--- src/bipx_pkg.sv ---
// Shared types, constants and helpers for the bound-ip register machine.
package bipx_pkg;

  localparam int NUM_REGS    = 6;
  localparam int REG_IDX_W   = $clog2(NUM_REGS);
  localparam int PROG_DEPTH  = 4096;
  localparam int QUEUE_DEPTH = 2;
  localparam int QPTR_W      = $clog2(QUEUE_DEPTH);
  localparam int QCNT_W      = $clog2(QUEUE_DEPTH + 1);

  localparam int OPND_W      = 24;
  localparam int DATA_W      = 64;
  localparam int CFG_DATA_W  = 13;

  localparam logic [11:0] WATCH_ADDR_RST = 12'd28;
  localparam logic [2:0]  WATCH_REG_RST  = 3'd1;

  typedef enum logic [3:0] {
    OP_ADDR = 4'd0,  OP_ADDI = 4'd1,  OP_MULR = 4'd2,  OP_MULI = 4'd3,
    OP_BANR = 4'd4,  OP_BANI = 4'd5,  OP_BORR = 4'd6,  OP_BORI = 4'd7,
    OP_SETR = 4'd8,  OP_SETI = 4'd9,  OP_GTIR = 4'd10, OP_GTRI = 4'd11,
    OP_GTRR = 4'd12, OP_EQIR = 4'd13, OP_EQRI = 4'd14, OP_EQRR = 4'd15
  } opcode_t;

  typedef enum logic [2:0] {
    ALU_ADD, ALU_MUL, ALU_AND, ALU_OR, ALU_SET, ALU_GT, ALU_EQ
  } alu_t;

  typedef enum logic [1:0] {
    CFG_IP_BINDING, CFG_PROG_LEN, CFG_WATCH_ADDR, CFG_WATCH_REG
  } cfg_idx_t;

  typedef enum logic [1:0] {
    EX_RUN, EX_MUL_LH, EX_MUL_HL, EX_MUL_WB
  } ex_state_t;

  // Decoded instruction as it sits in the queue.
  typedef struct packed {
    alu_t              alu;
    logic              a_reg;
    logic              b_reg;
    logic [OPND_W-1:0] operand_a;
    logic [OPND_W-1:0] operand_b;
    logic [2:0]        dest;
    logic              err;
  } uop_t;

  // Raw outcome of one executed instruction, before address checks.
  typedef struct packed {
    logic              err;
    logic              ip_bad;
    logic [DATA_W-1:0] addr;
    logic [DATA_W-1:0] watched;
  } res_t;

  function automatic logic reg_ok(logic [OPND_W-1:0] idx);
    reg_ok = (32'(idx) < NUM_REGS);
  endfunction

endpackage

--- src/bipx_queue.sv ---
// Small FIFO of decoded instructions between front end and execute.
module bipx_queue (
  input  logic           clk,
  input  logic           rst_n,
  input  logic           push,
  input  bipx_pkg::uop_t wdata,
  input  logic           pop,
  output logic           full,
  output logic           head_valid,
  output bipx_pkg::uop_t head
);

  bipx_pkg::uop_t                   mem_r [bipx_pkg::QUEUE_DEPTH];
  logic [bipx_pkg::QPTR_W-1:0]      wr_ptr_r, wr_ptr_nxt;
  logic [bipx_pkg::QPTR_W-1:0]      rd_ptr_r, rd_ptr_nxt;
  logic [bipx_pkg::QCNT_W-1:0]      cnt_r, cnt_nxt;

  assign full       = (cnt_r == bipx_pkg::QCNT_W'(bipx_pkg::QUEUE_DEPTH));
  assign head_valid = (cnt_r != '0);
  assign head       = mem_r[rd_ptr_r];

  function automatic logic [bipx_pkg::QPTR_W-1:0] ptr_inc(logic [bipx_pkg::QPTR_W-1:0] p);
    if (32'(p) == bipx_pkg::QUEUE_DEPTH - 1) ptr_inc = '0;
    else ptr_inc = p + bipx_pkg::QPTR_W'(1);
  endfunction

  always_comb begin
    wr_ptr_nxt = push ? ptr_inc(wr_ptr_r) : wr_ptr_r;
    rd_ptr_nxt = pop  ? ptr_inc(rd_ptr_r) : rd_ptr_r;
    cnt_nxt    = cnt_r + bipx_pkg::QCNT_W'(push) - bipx_pkg::QCNT_W'(pop);
  end

  always_ff @(posedge clk) begin
    if (!rst_n) begin
      wr_ptr_r <= '0;
      rd_ptr_r <= '0;
      cnt_r    <= '0;
    end else begin
      wr_ptr_r <= wr_ptr_nxt;
      rd_ptr_r <= rd_ptr_nxt;
      cnt_r    <= cnt_nxt;
    end
  end

  always_ff @(posedge clk) begin
    if (push) begin
      mem_r[wr_ptr_r] <= wdata;
    end
  end

endmodule

--- config.mk ---
export PLATFORM = sky130hd
export DESIGN_NAME = bipx_queue
export DESIGN_NICKNAME = d
export VERILOG_FILES = /design/src/bipx_pkg.sv /design/src/bipx_queue.sv
export SDC_FILE = /design/constraint.sdc
export NUM_CORES = 1
export LEC_CHECK = 0
export BUFFER_PORTS_ARGS = -buffer_cell sky130_fd_sc_hd__buf_2
export CAP_MARGIN = 20
export CORE_MARGIN = 8
export CORE_UTILIZATION = 40
export CTS_CLUSTER_SIZE = 14
export DETAILED_ROUTE_END_ITERATION = 8
export SYNTH_ARGS = -nofsm -noshare
export SYNTH_HDL_FRONTEND = slang
export SYNTH_SLANG_ARGS = --single-unit
--- constraint.sdc ---
create_clock -name clk -period 9.9 [get_ports clk]
set_clock_uncertainty 0.2 [all_clocks]
set_input_delay 1.98 -clock clk [delete_from_list [all_inputs] [get_ports clk]]
set_output_delay 1.98 -clock clk [all_outputs]
set_load 0.01 [all_outputs]
==> run_results.csv <==
group,metric,value,unit
worst_setup_path,path_max_fanout,57,
routing,vias,2206,
timing,fin_crit_sh,43.1,%
synthesis,syn_area_per_cell,22.5,um^2
routing,drtIter0Drc,103,
worst_hold_path,min_path_type,"reg -> reg",
clock_network,htreeDepth,4,
synthesis,synthMuxAreaShare,16.9,%
die,die_x,122,um
placement,dpl.cell_count,453,
synthesis,ys_types,14,
timing,slew_headroom,36.0,%
routing,routed_wl,8070,um
die,dieArea,14800,um^2
clock_network,cts_tree,"built",
cells_and_area,area_growth,31.1,%
timing,setup_violations,0,
worst_setup_path,required,7720,ps
timing,report.final.slew_viol_count,0,
synthesis,synthSimpleGateAreaFrac,1.26,%
clock_network,clk_path_buf_depth,2,
synthesis,yosysSeqAreaShare,79.0,%
synthesis,synthAdderAreaFrac,0.561,%
global_route,grtUsageTotal,11.3,%
global_route,grt_pass1_vias,2559,
worst_setup_path,end_kind,"output port",
clock_network,cts_resized,0,
worst_setup_path,slowest_stage,"dfxtp_4",
clock_network,insertion_delay,500,ps
power_and_ir_drop,vdd_drop_max,0.000113,V
timing,worstMarginPinSlew,960,ps
run,cap_violations,0,
timing,timing.hold.ws,370,ps
worst_setup_path,startpoint_type,"flop",
timing,tns,0,ps
synthesis,synthCells,198,
placement,io_buffers,119,
synthesis,synth_top_family_by_area,"multiplexers",
cells_and_area,diodes,0,
placement,place_area,5200,um^2
worst_setup_path,r2r_end,"mem_r[0][16]$_DFFE_PP_",
cells_and_area,drive_gt1_share,62.0,%
worst_setup_path,r2r_cells,2,
synthesis,ys_ff_latch,119,
global_route,grt.overflow.total,0,
clock_network,hold_buffers,0,
power_and_ir_drop,p_leak,2.30,nW
worst_hold_path,whs_path_depth,2,
cells_and_area,nNetsFinal,395,
timing,fmax,234,MHz
die,coreArea,10800,um^2
worst_setup_path,r2r-start,"wr_ptr_r$_SDFFE_PN0P_",
synthesis,synth_nets,261,
cells_and_area,final_area,5850,um^2
worst_setup_path,cp_cell_sequence,"mux2_2, buf_2",
worst_hold_path,worstHoldStart,"rd_ptr_r$_SDFFE_PN0P_",
placement,place_congestion,0.630,
synthesis,netlist_area,4460,um^2
run_status,outcome,"finished, final reports clean",
synthesis,yosys_warnings,0,
worst_setup_path,cp_num_buf_inv,1,
routing,avgRoutedWirePerCell,16.6,um
die,die_height,122,um
timing,finalHoldViolCount,0,
worst_setup_path,cp.arrival,2090,ps
worst_setup_path,slowest_delay,930,ps
worst_setup_path,path_class,"reg -> out",
routing,ant_nets,0,
synthesis,synth_compound_area_share,0.168,%
clock_network,root_buffer,"clkbuf_8",
die,start_util,41.1,%
clock_network,cts_made_buffers,17,
cells_and_area,instances_no_fill,485,
routing,drt_drc_violations_left,0,
synthesis,synth_xor_area_share,0.701,%
routing,dr.pass1.iters,4,
placement,hpwlAfterDp,5350,um
power_and_ir_drop,p_per_area,234,nW/um^2
clock_network,cts.sinks,119,
global_route,grt_pass1_wl,12700,um
clock_network,clk_pin_slew,50,ps
worst_setup_path,reg2reg_slack,7830,ps
die,fp-row-count,38,
clock_network,post-cts-setup-buffers,0,
global_route,grt_max_degree,58,
timing,fin_crit,4270,ps
worst_setup_path,path_delay_family,"flip-flops",
timing,rsz0062_at_grt,"false",
routing,via_per_inst,4.55,
die,pin_count,120,
global_route,antenna_found_initial,0,
-- flip-flops by register name, indices dropped and copies added, names as in the netlist, named ones only --
signal / cells
mem_r: 114
rd_ptr_r: 1
wr_ptr_r: 1
cnt_r: 2
-- layout make-up --
class                   instances  area (um^2)
clock inverters                15          228
repair buffers                121          611
multi-input cells              71          883
clock buffers                  17          414
well taps                     140          175
fillers                       886         4990
flip-flops and latches        119         3530
inverters                       2         7.51
-- cell usage after synthesis (all sizes together) --
cell type	count	area share, %
edfxtp	114	77
mux2	57	17
buf	6	1.2
dfxtp	5	2.2
and2	4	0.56
nor2b	4	0.56
ha	2	0.56
inv	2	0.17
o21a	1	0.17
or2	1	0.14
xnor3	1	0.50
xor2	1	0.20
-- layer usage --
| layer | GRT usage, % | part of all wire, % | up-vias |
|---|---|---|---|
| met5 | 0 | 0 | - |
| met4 | 5.47 | 1.5 | 0 |
| met3 | 5.41 | 9.0 | 12 |
| met2 | 18.0 | 48 | 83 |
| met1 | 12.6 | 42 | 1064 |
| li1 | - | - | 1047 |
-- how the worst max path moves through the flow --
stage / slack (ps) / endpoint / from / depth (start not counted)
CTS: 5570 / head[46] / flop / 2
global placement: 5960 / mem_r[0][4]$_DFFE_PP_ / push / 3
global route: 5520 / head[46] / flop / 2
floorplan: 4690 / mem_r[0][0]$_DFFE_PP_ / push / 1
finish: 5630 / head[55] / flop / 2
detailed placement: 5940 / mem_r[0][4]$_DFFE_PP_ / push / 3
-- logic make-up (layout without fill, tap and decap cells) --
family | count (synthesis) | in the layout
simple gates | 9 | 9
mux | 57 | 57
buf+inv | 8 | 155
xor+xnor | 2 | 2
compound gates | 1 | 1
flops | 119 | 119
fa+ha+maj | 2 | 2
-- per-stage QoR --
stage | utilization [%] | total power, mW | worst slack (ps)
after global placement | 48.0 | 0.728 | 5960
after CTS | 53.9 | 1.39 | 5570
after detailed placement | 48.0 | 0.731 | 5940
after global routing | 53.9 | 1.42 | 5520
final | 53.9 | 1.37 | 5630
after floorplan | - | 0.680 | 4690
-- where the power goes --
| part | switching [mW] | internal, mW | total (mW) | leakage [nW] |
|---|---|---|---|---|
| combinational | 0.0509 | 0.0656 | 0.116 | 0.879 |
| sequential | 0.0177 | 0.582 | 0.600 | 1.11 |
| clock | 0.217 | 0.435 | 0.652 | 0.308 |
| total | 0.285 | 1.08 | 1.37 | 2.30 |
-- tightest hold or removal path, cell delays in order (launching register included) --
cell and delay [ps]:
dfxtp_1 320, xor2_1 70, and2_1 140
-- layout by cell type (no fill, tap or decap), drive strengths merged --
cell type	count
clkbuf	17
xnor3	1
edfxtp	114
dfxtp	5
inv	3
or2	1
xor2	1
clkinv	7
buf	121
mux2	57
bufinv	5
nor2b	4
clkinvlp	2
o21a	1
ha	2
and2	4
No activity file was read; power rests on OpenSTA's default activity.
