`src/bipx_pkg.sv`:
```
// Shared types, constants and helpers for the bound-ip register machine.
package bipx_pkg;

  localparam int NUM_REGS    = 6;
  localparam int REG_IDX_W   = $clog2(NUM_REGS);
  localparam int PROG_DEPTH  = 4096;
  localparam int QUEUE_DEPTH = 2;
  localparam int QPTR_W      = $clog2(QUEUE_DEPTH);
  localparam int QCNT_W      = $clog2(QUEUE_DEPTH + 1);

  localparam int OPND_W      = 24;
  localparam int DATA_W      = 64;
  localparam int CFG_DATA_W  = 13;

  localparam logic [11:0] WATCH_ADDR_RST = 12'd28;
  localparam logic [2:0]  WATCH_REG_RST  = 3'd1;

  typedef enum logic [3:0] {
    OP_ADDR = 4'd0,  OP_ADDI = 4'd1,  OP_MULR = 4'd2,  OP_MULI = 4'd3,
    OP_BANR = 4'd4,  OP_BANI = 4'd5,  OP_BORR = 4'd6,  OP_BORI = 4'd7,
    OP_SETR = 4'd8,  OP_SETI = 4'd9,  OP_GTIR = 4'd10, OP_GTRI = 4'd11,
    OP_GTRR = 4'd12, OP_EQIR = 4'd13, OP_EQRI = 4'd14, OP_EQRR = 4'd15
  } opcode_t;

  typedef enum logic [2:0] {
    ALU_ADD, ALU_MUL, ALU_AND, ALU_OR, ALU_SET, ALU_GT, ALU_EQ
  } alu_t;

  typedef enum logic [1:0] {
    CFG_IP_BINDING, CFG_PROG_LEN, CFG_WATCH_ADDR, CFG_WATCH_REG
  } cfg_idx_t;

  typedef enum logic [1:0] {
    EX_RUN, EX_MUL_LH, EX_MUL_HL, EX_MUL_WB
  } ex_state_t;

  // Decoded instruction as it sits in the queue.
  typedef struct packed {
    alu_t              alu;
    logic              a_reg;
    logic              b_reg;
    logic [OPND_W-1:0] operand_a;
    logic [OPND_W-1:0] operand_b;
    logic [2:0]        dest;
    logic              err;
  } uop_t;

  // Raw outcome of one executed instruction, before address checks.
  typedef struct packed {
    logic              err;
    logic              ip_bad;
    logic [DATA_W-1:0] addr;
    logic [DATA_W-1:0] watched;
  } res_t;

  function automatic logic reg_ok(logic [OPND_W-1:0] idx);
    reg_ok = (32'(idx) < NUM_REGS);
  endfunction

endpackage

```
`src/bipx_front.sv`:
```
// Front end: decodes each instruction word and checks its register indexes.
module bipx_front (
  input  logic                      in_valid,
  output logic                      in_ready,
  input  logic [3:0]                in_opcode,
  input  logic [bipx_pkg::OPND_W-1:0] in_operand_a,
  input  logic [bipx_pkg::OPND_W-1:0] in_operand_b,
  input  logic [2:0]                in_dest_index,
  input  logic [2:0]                ip_binding,
  input  logic                      q_full,
  output logic                      q_push,
  output bipx_pkg::uop_t            q_wdata
);

  bipx_pkg::alu_t alu;
  logic           a_reg;
  logic           b_reg;

  always_comb begin
    unique case (bipx_pkg::opcode_t'(in_opcode))
      bipx_pkg::OP_ADDR: begin alu = bipx_pkg::ALU_ADD; a_reg = 1'b1; b_reg = 1'b1; end
      bipx_pkg::OP_ADDI: begin alu = bipx_pkg::ALU_ADD; a_reg = 1'b1; b_reg = 1'b0; end
      bipx_pkg::OP_MULR: begin alu = bipx_pkg::ALU_MUL; a_reg = 1'b1; b_reg = 1'b1; end
      bipx_pkg::OP_MULI: begin alu = bipx_pkg::ALU_MUL; a_reg = 1'b1; b_reg = 1'b0; end
      bipx_pkg::OP_BANR: begin alu = bipx_pkg::ALU_AND; a_reg = 1'b1; b_reg = 1'b1; end
      bipx_pkg::OP_BANI: begin alu = bipx_pkg::ALU_AND; a_reg = 1'b1; b_reg = 1'b0; end
      bipx_pkg::OP_BORR: begin alu = bipx_pkg::ALU_OR;  a_reg = 1'b1; b_reg = 1'b1; end
      bipx_pkg::OP_BORI: begin alu = bipx_pkg::ALU_OR;  a_reg = 1'b1; b_reg = 1'b0; end
      bipx_pkg::OP_SETR: begin alu = bipx_pkg::ALU_SET; a_reg = 1'b1; b_reg = 1'b0; end
      bipx_pkg::OP_SETI: begin alu = bipx_pkg::ALU_SET; a_reg = 1'b0; b_reg = 1'b0; end
      bipx_pkg::OP_GTIR: begin alu = bipx_pkg::ALU_GT;  a_reg = 1'b0; b_reg = 1'b1; end
      bipx_pkg::OP_GTRI: begin alu = bipx_pkg::ALU_GT;  a_reg = 1'b1; b_reg = 1'b0; end
      bipx_pkg::OP_GTRR: begin alu = bipx_pkg::ALU_GT;  a_reg = 1'b1; b_reg = 1'b1; end
      bipx_pkg::OP_EQIR: begin alu = bipx_pkg::ALU_EQ;  a_reg = 1'b0; b_reg = 1'b1; end
      bipx_pkg::OP_EQRI: begin alu = bipx_pkg::ALU_EQ;  a_reg = 1'b1; b_reg = 1'b0; end
      bipx_pkg::OP_EQRR: begin alu = bipx_pkg::ALU_EQ;  a_reg = 1'b1; b_reg = 1'b1; end
      default:           begin alu = bipx_pkg::ALU_EQ;  a_reg = 1'b1; b_reg = 1'b1; end
    endcase
  end

  assign in_ready = !q_full;
  assign q_push   = in_valid && !q_full;

  always_comb begin
    q_wdata.alu       = alu;
    q_wdata.a_reg     = a_reg;
    q_wdata.b_reg     = b_reg;
    q_wdata.operand_a = in_operand_a;
    q_wdata.operand_b = in_operand_b;
    q_wdata.dest      = in_dest_index;
    // any bad index, including the ip binding, turns the step into a no-op
    q_wdata.err = !bipx_pkg::reg_ok(bipx_pkg::OPND_W'(ip_binding)) ||
                  !bipx_pkg::reg_ok(bipx_pkg::OPND_W'(in_dest_index)) ||
                  (a_reg && !bipx_pkg::reg_ok(in_operand_a)) ||
                  (b_reg && !bipx_pkg::reg_ok(in_operand_b));
  end

endmodule

```
`config.mk`:
```
export PLATFORM = sky130hd
export DESIGN_NAME = bipx_front
export DESIGN_NICKNAME = d
export VERILOG_FILES = /design/src/bipx_pkg.sv /design/src/bipx_front.sv
export SDC_FILE = /design/constraint.sdc
export NUM_CORES = 1
export LEC_CHECK = 0
export BUFFER_PORTS_ARGS = -buffer_cell sky130_fd_sc_hd__clkbuf_2
export CORE_ASPECT_RATIO = 0.6
export CORE_UTILIZATION = 28
export DETAILED_ROUTE_END_ITERATION = 12
export PLACE_DENSITY_LB_ADDON = 0.05
export SLEW_MARGIN = 5
export SYNTH_ARGS = -nofsm -noshare
export SYNTH_HDL_FRONTEND = slang
export SYNTH_SLANG_ARGS = --single-unit
export TNS_END_PERCENT = 10
```
`constraint.sdc`:
```
create_clock -name vclk -period 1.05
set_clock_uncertainty 0.1 [all_clocks]
set_input_delay 0.0525 -clock vclk [all_inputs]
set_output_delay 0.0525 -clock vclk [all_outputs]
set_load 0.01 [all_outputs]
```
==> results.cfg, run 1 <==
[status]
status = complete, but fails checks
violations = setup timing

[logic_synthesis]
yosysSeqAreaShare = 0
synthMostInstantiatedCell = buf_4
synth_top_area_cell = buf_4
post-synth-top-area-fraction = 0.606
synth_area_leaders = buf_4, ha_1, nor4_1
post_synth_num_cell_types = 19
synth_cells = 90
synth_area_um2 = 644
ys_warn_count = 0
synth_nets = 154
ys_top_cells_by_count = buf_4, nor4_1, ha_1, nand2_1, inv_1
synth.avg_cell_area_um2 = 7.16

[timing]
min_period_ns = 1.17
tightest_slew_ns = 0.313
final-hold-violation-count = 0
fin_ws_ns = -0.119
max_freq_mhz = 856
report.final.slew_viol_count = 0
relSlewSlack = 0.790
rsz0062_at_grt = true
period_share = 1.11
setup_viol = 2

[placed_design]
port_buffers = 112
dp.cells = 188
dp_hpwl_mm = 1.51
place_congestion = 0.646

[routing]
firstDrtPassIters = 2
drc = 0
vias = 768
wire_per_inst_um = 8.73
ant_nets = 0
via_per_inst = 4.09
wirelength_mm = 1.64
drt_iter0_markers = 5

[final_layout]
syn2layout_area_growth_pct = 61.4
seq_cell_count = 0
n_clock_buffer = 0
fin_util = 0.481
diodes = 0
nFillCells = 234
multi_input_area_um2 = 332
fin_cells = 188
layout.nets = 224
seqCellArea_um2 = 0
layout-drive-gt1-share = 0.861

[worst_setup_path]
cp.required_ns = 0.90
cp.arrival_ns = 1.02
crit_type = input pin to output port
cp-start-kind = input pin
critPathMaxFanout = 3
cp-end-kind = output port

[floorplan]
die_h_um = 39.2
ios = 119
rows = 13
start_util = 0.298
fp.dieW_um = 63.9
core-area_um2 = 2160
dieArea_um2 = 2500

[global_route]
grt_max_degree = 7
grt.overflow.total = 0
antenna_found_initial = 0
grt_usage = 0.100
grt_pass1_wl_mm = 2.00
first_global_vias = 497

[power_and_ir_drop]
max-vdd-ir-drop_uv = 178
p_leak_nw = 0.613
p_total_mw = 0.425
powerDensity_nw_per_um2 = 408

[job]
maxCapViolations = 0

[worst_hold_path]
hp-class = input pin to output port
## cell usage in the layout (no fill, tap or decap), types with 3 or more instances in the layout
| cell | netlist | final |
|---|---|---|
| buf_4 | 52 | 6 |
| clkbuf_2 | 0 | 108 |
| ha_4 | 0 | 3 |
| nor4_1 | 8 | 5 |
| buf_6 | 0 | 3 |
## stage by stage
| step | setup WS, ns | TNS, ns | area (µm²) | hold slack (ns) |
|---|---|---|---|---|
| after floorplan | 0.00262 | 0 | 659 | 0.0450 |
| after global placement | -0.195 | -0.354 | 927 | 0.00512 |
| after detailed placement | -0.199 | -0.365 | 927 | 0.00512 |
| after CTS | -0.190 | -0.360 | 955 | 0.00512 |
| after global routing | -0.164 | -0.234 | 1040 | 0.00502 |
| final | -0.119 | -0.170 | 1040 | 0.00500 |
## repair_timing
action                                  CTS  global route
pin swaps                                 5             5
gates resized for setup                   7            20
endpoints found under the setup margin    3             3
hold buffers                              0             0
setup buffers                             0             0
## worst max-delay path, cell delays in order
cell	delay (ns)
buf_8	0.08
inv_6	0.04
ha_4	0.13
or2_1	0.20
a31o_1	0.20
nor2b_2	0.12
o21ai_2	0.06
buf_2	0.13
## worst paths after layout
kind	endpoint	cells after the start	slack [ns]	start
max	q_wdata[0]	8	-0.12	in_opcode[0]
min	q_wdata[4]	0	0.005	in_operand_b[0]
## kinds of logic (layout without fill, tap and decap cells)
kind of cell / after synthesis / in the layout / synth area share
adder cells (fa/ha/maj): 4 / 4 / 0.0777
multiplexers: 2 / 2 / 0.0349
buffers and inverters: 55 / 123 / 0.623
AND/OR/NAND/NOR: 22 / 22 / 0.188
AO/OA/AOI/OAI: 7 / 7 / 0.0757
## per-layer routing
metal | GRT usage | vias to the layer above | part of all wire
li1 | - | 398 | -
met1 | 0.123 | 322 | 0.39
met2 | 0.202 | 48 | 0.51
met3 | 0.0118 | 0 | 0.10
met4 | 0 | 0 | 0
met5 | 0 | - | 0
## area by class of cell
| type | instances | share of cell area |
|---|---|---|
| Timing Repair Buffer | 120 | 0.629 |
| Inverter | 3 | 0.0156 |
| Multi-Input combinational cell | 35 | 0.319 |
| Tap cell | 30 | 0.0361 |
## power breakdown
group	leakage, nW	internal, mW	total (mW)	switching (mW)
clock network	0	0	0	0
registers	0	0	0	0
logic	0.613	0.223	0.425	0.202
total	0.613	0.223	0.425	0.202
Note: power is estimated with default switching activity, not from simulation.
==> inputs of run 2 (changes only) <==
- PLACE_DENSITY_LB_ADDON: 0.05 -> 0.08
- RECOVER_POWER: not set -> 100
==> results.cfg, run 2 (synthesized netlist as in run 1, its figures left out) <==
[routing]
vias = 745
firstDrtPassIters = 2
wire_per_inst_um = 8.91
drt_iter0_markers = 3
via_per_inst = 4.05
drc = 0
ant_nets = 0
wirelength_mm = 1.64

[timing]
report.final.slew_viol_count = 0
tightest_slew_ns = 0.308
fin_ws_ns = -0.119
fin_hold_ws_ns = 0.00501
setup_viol = 2
max_freq_mhz = 855
relSlewSlack = 0.792
min_period_ns = 1.17
final-hold-violation-count = 0
fin_setup_tns_ns = -0.175
rsz0062_at_grt = true
period_share = 1.11

[global_route]
grt_max_degree = 7
grt_pass1_wl_mm = 1.95
first_global_vias = 481
grt-busiest-layer = met2
grt.overflow.total = 0
grt.met2_usage = 0.160
grt_usage = 0.0978
antenna_found_initial = 0
use_met3 = 0.00588
grt_util_met1 = 0.144

[final_layout]
layout_common_cells = clkbuf_2, clkbuf_1, nor4_1
final_common_cell = clkbuf_2
seqCellArea_um2 = 0
n_clock_buffer = 0
seq_cell_count = 0
syn2layout_area_growth_pct = 42.3
nFillCells = 254
diodes = 0
layout-drive-gt1-share = 0.494
layout.nets = 220
multi_input_area_um2 = 302

[floorplan]
start_util = 0.298
core-area_um2 = 2160
die_h_um = 39.2
rows = 13
ios = 119
fp.dieW_um = 63.9
dieArea_um2 = 2500

[placed_design]
place_congestion = 0.649
port_buffers = 112
place_ws_ns = -0.214
dp_hpwl_mm = 1.51

[clock_tree]
cts_hold_buf = 0
postCtsSetupBuffers = 0

[worst_setup_path]
critPathMaxFanout = 3
crit_type = input pin to output port
cp-start-kind = input pin
cp.required_ns = 0.90
cp-end-kind = output port
cp.arrival_ns = 1.02

[power_and_ir_drop]
p_leak_nw = 0.437
powerDensity_nw_per_um2 = 413
max-vdd-ir-drop_uv = 139

[worst_hold_path]
min_path_cells = 0
hp-class = input pin to output port

[status]
violations = setup timing
status = complete, but fails checks

[job]
maxCapViolations = 0
-- run 2: critical path, stage by stage --
cell and delay, ns:
buf_8 0.09, inv_8 0.04, ha_4 0.13, or2_1 0.19, a31o_1 0.19, nor2b_2 0.12
o21ai_2 0.06, buf_2 0.13
-- run 2: final timing paths --
check                         from         end  slack (ns)
setup / recovery      in_opcode[0]  q_wdata[0]       -0.12
hold / removal    in_dest_index[0]  q_wdata[1]       0.005
-- run 2: final cells by class --
type / instances / share of cell area
timing repair buffer: 116 / 0.610
inverter: 3 / 0.0205
multi-input combinational: 35 / 0.329
tap: 30 / 0.0409
-- run 2: power by group --
| group | switching [mW] | internal, mW |
|---|---|---|
| sequential | 0 | 0 |
| clock | 0 | 0 |
| combinational | 0.194 | 0.185 |
-- run 2: routing by layer --
layer | vias to the layer above | routed length [µm]
met1 | 302 | 670
li1 | 394 | -
met2 | 45 | 805
met4 | 0 | 8
met5 | - | 0
met3 | 4 | 155
-- run 2: what timing repair did --
item                                    CTS  global route
endpoints found under the setup margin    3             3
gates resized for setup                   7            16
pin swaps                                 5             3
-- run 2: per-stage QoR --
step	util	cells	cell area (µm²)	power, mW
2_1_floorplan	-	90	659	0.268
3_3_place_gp	0.415	184	897	0.375
3_5_place_dp	0.415	184	897	0.377
4_1_cts	0.427	184	925	0.387
5_1_grt	0.424	184	917	0.417
6_report	0.424	184	917	0.379
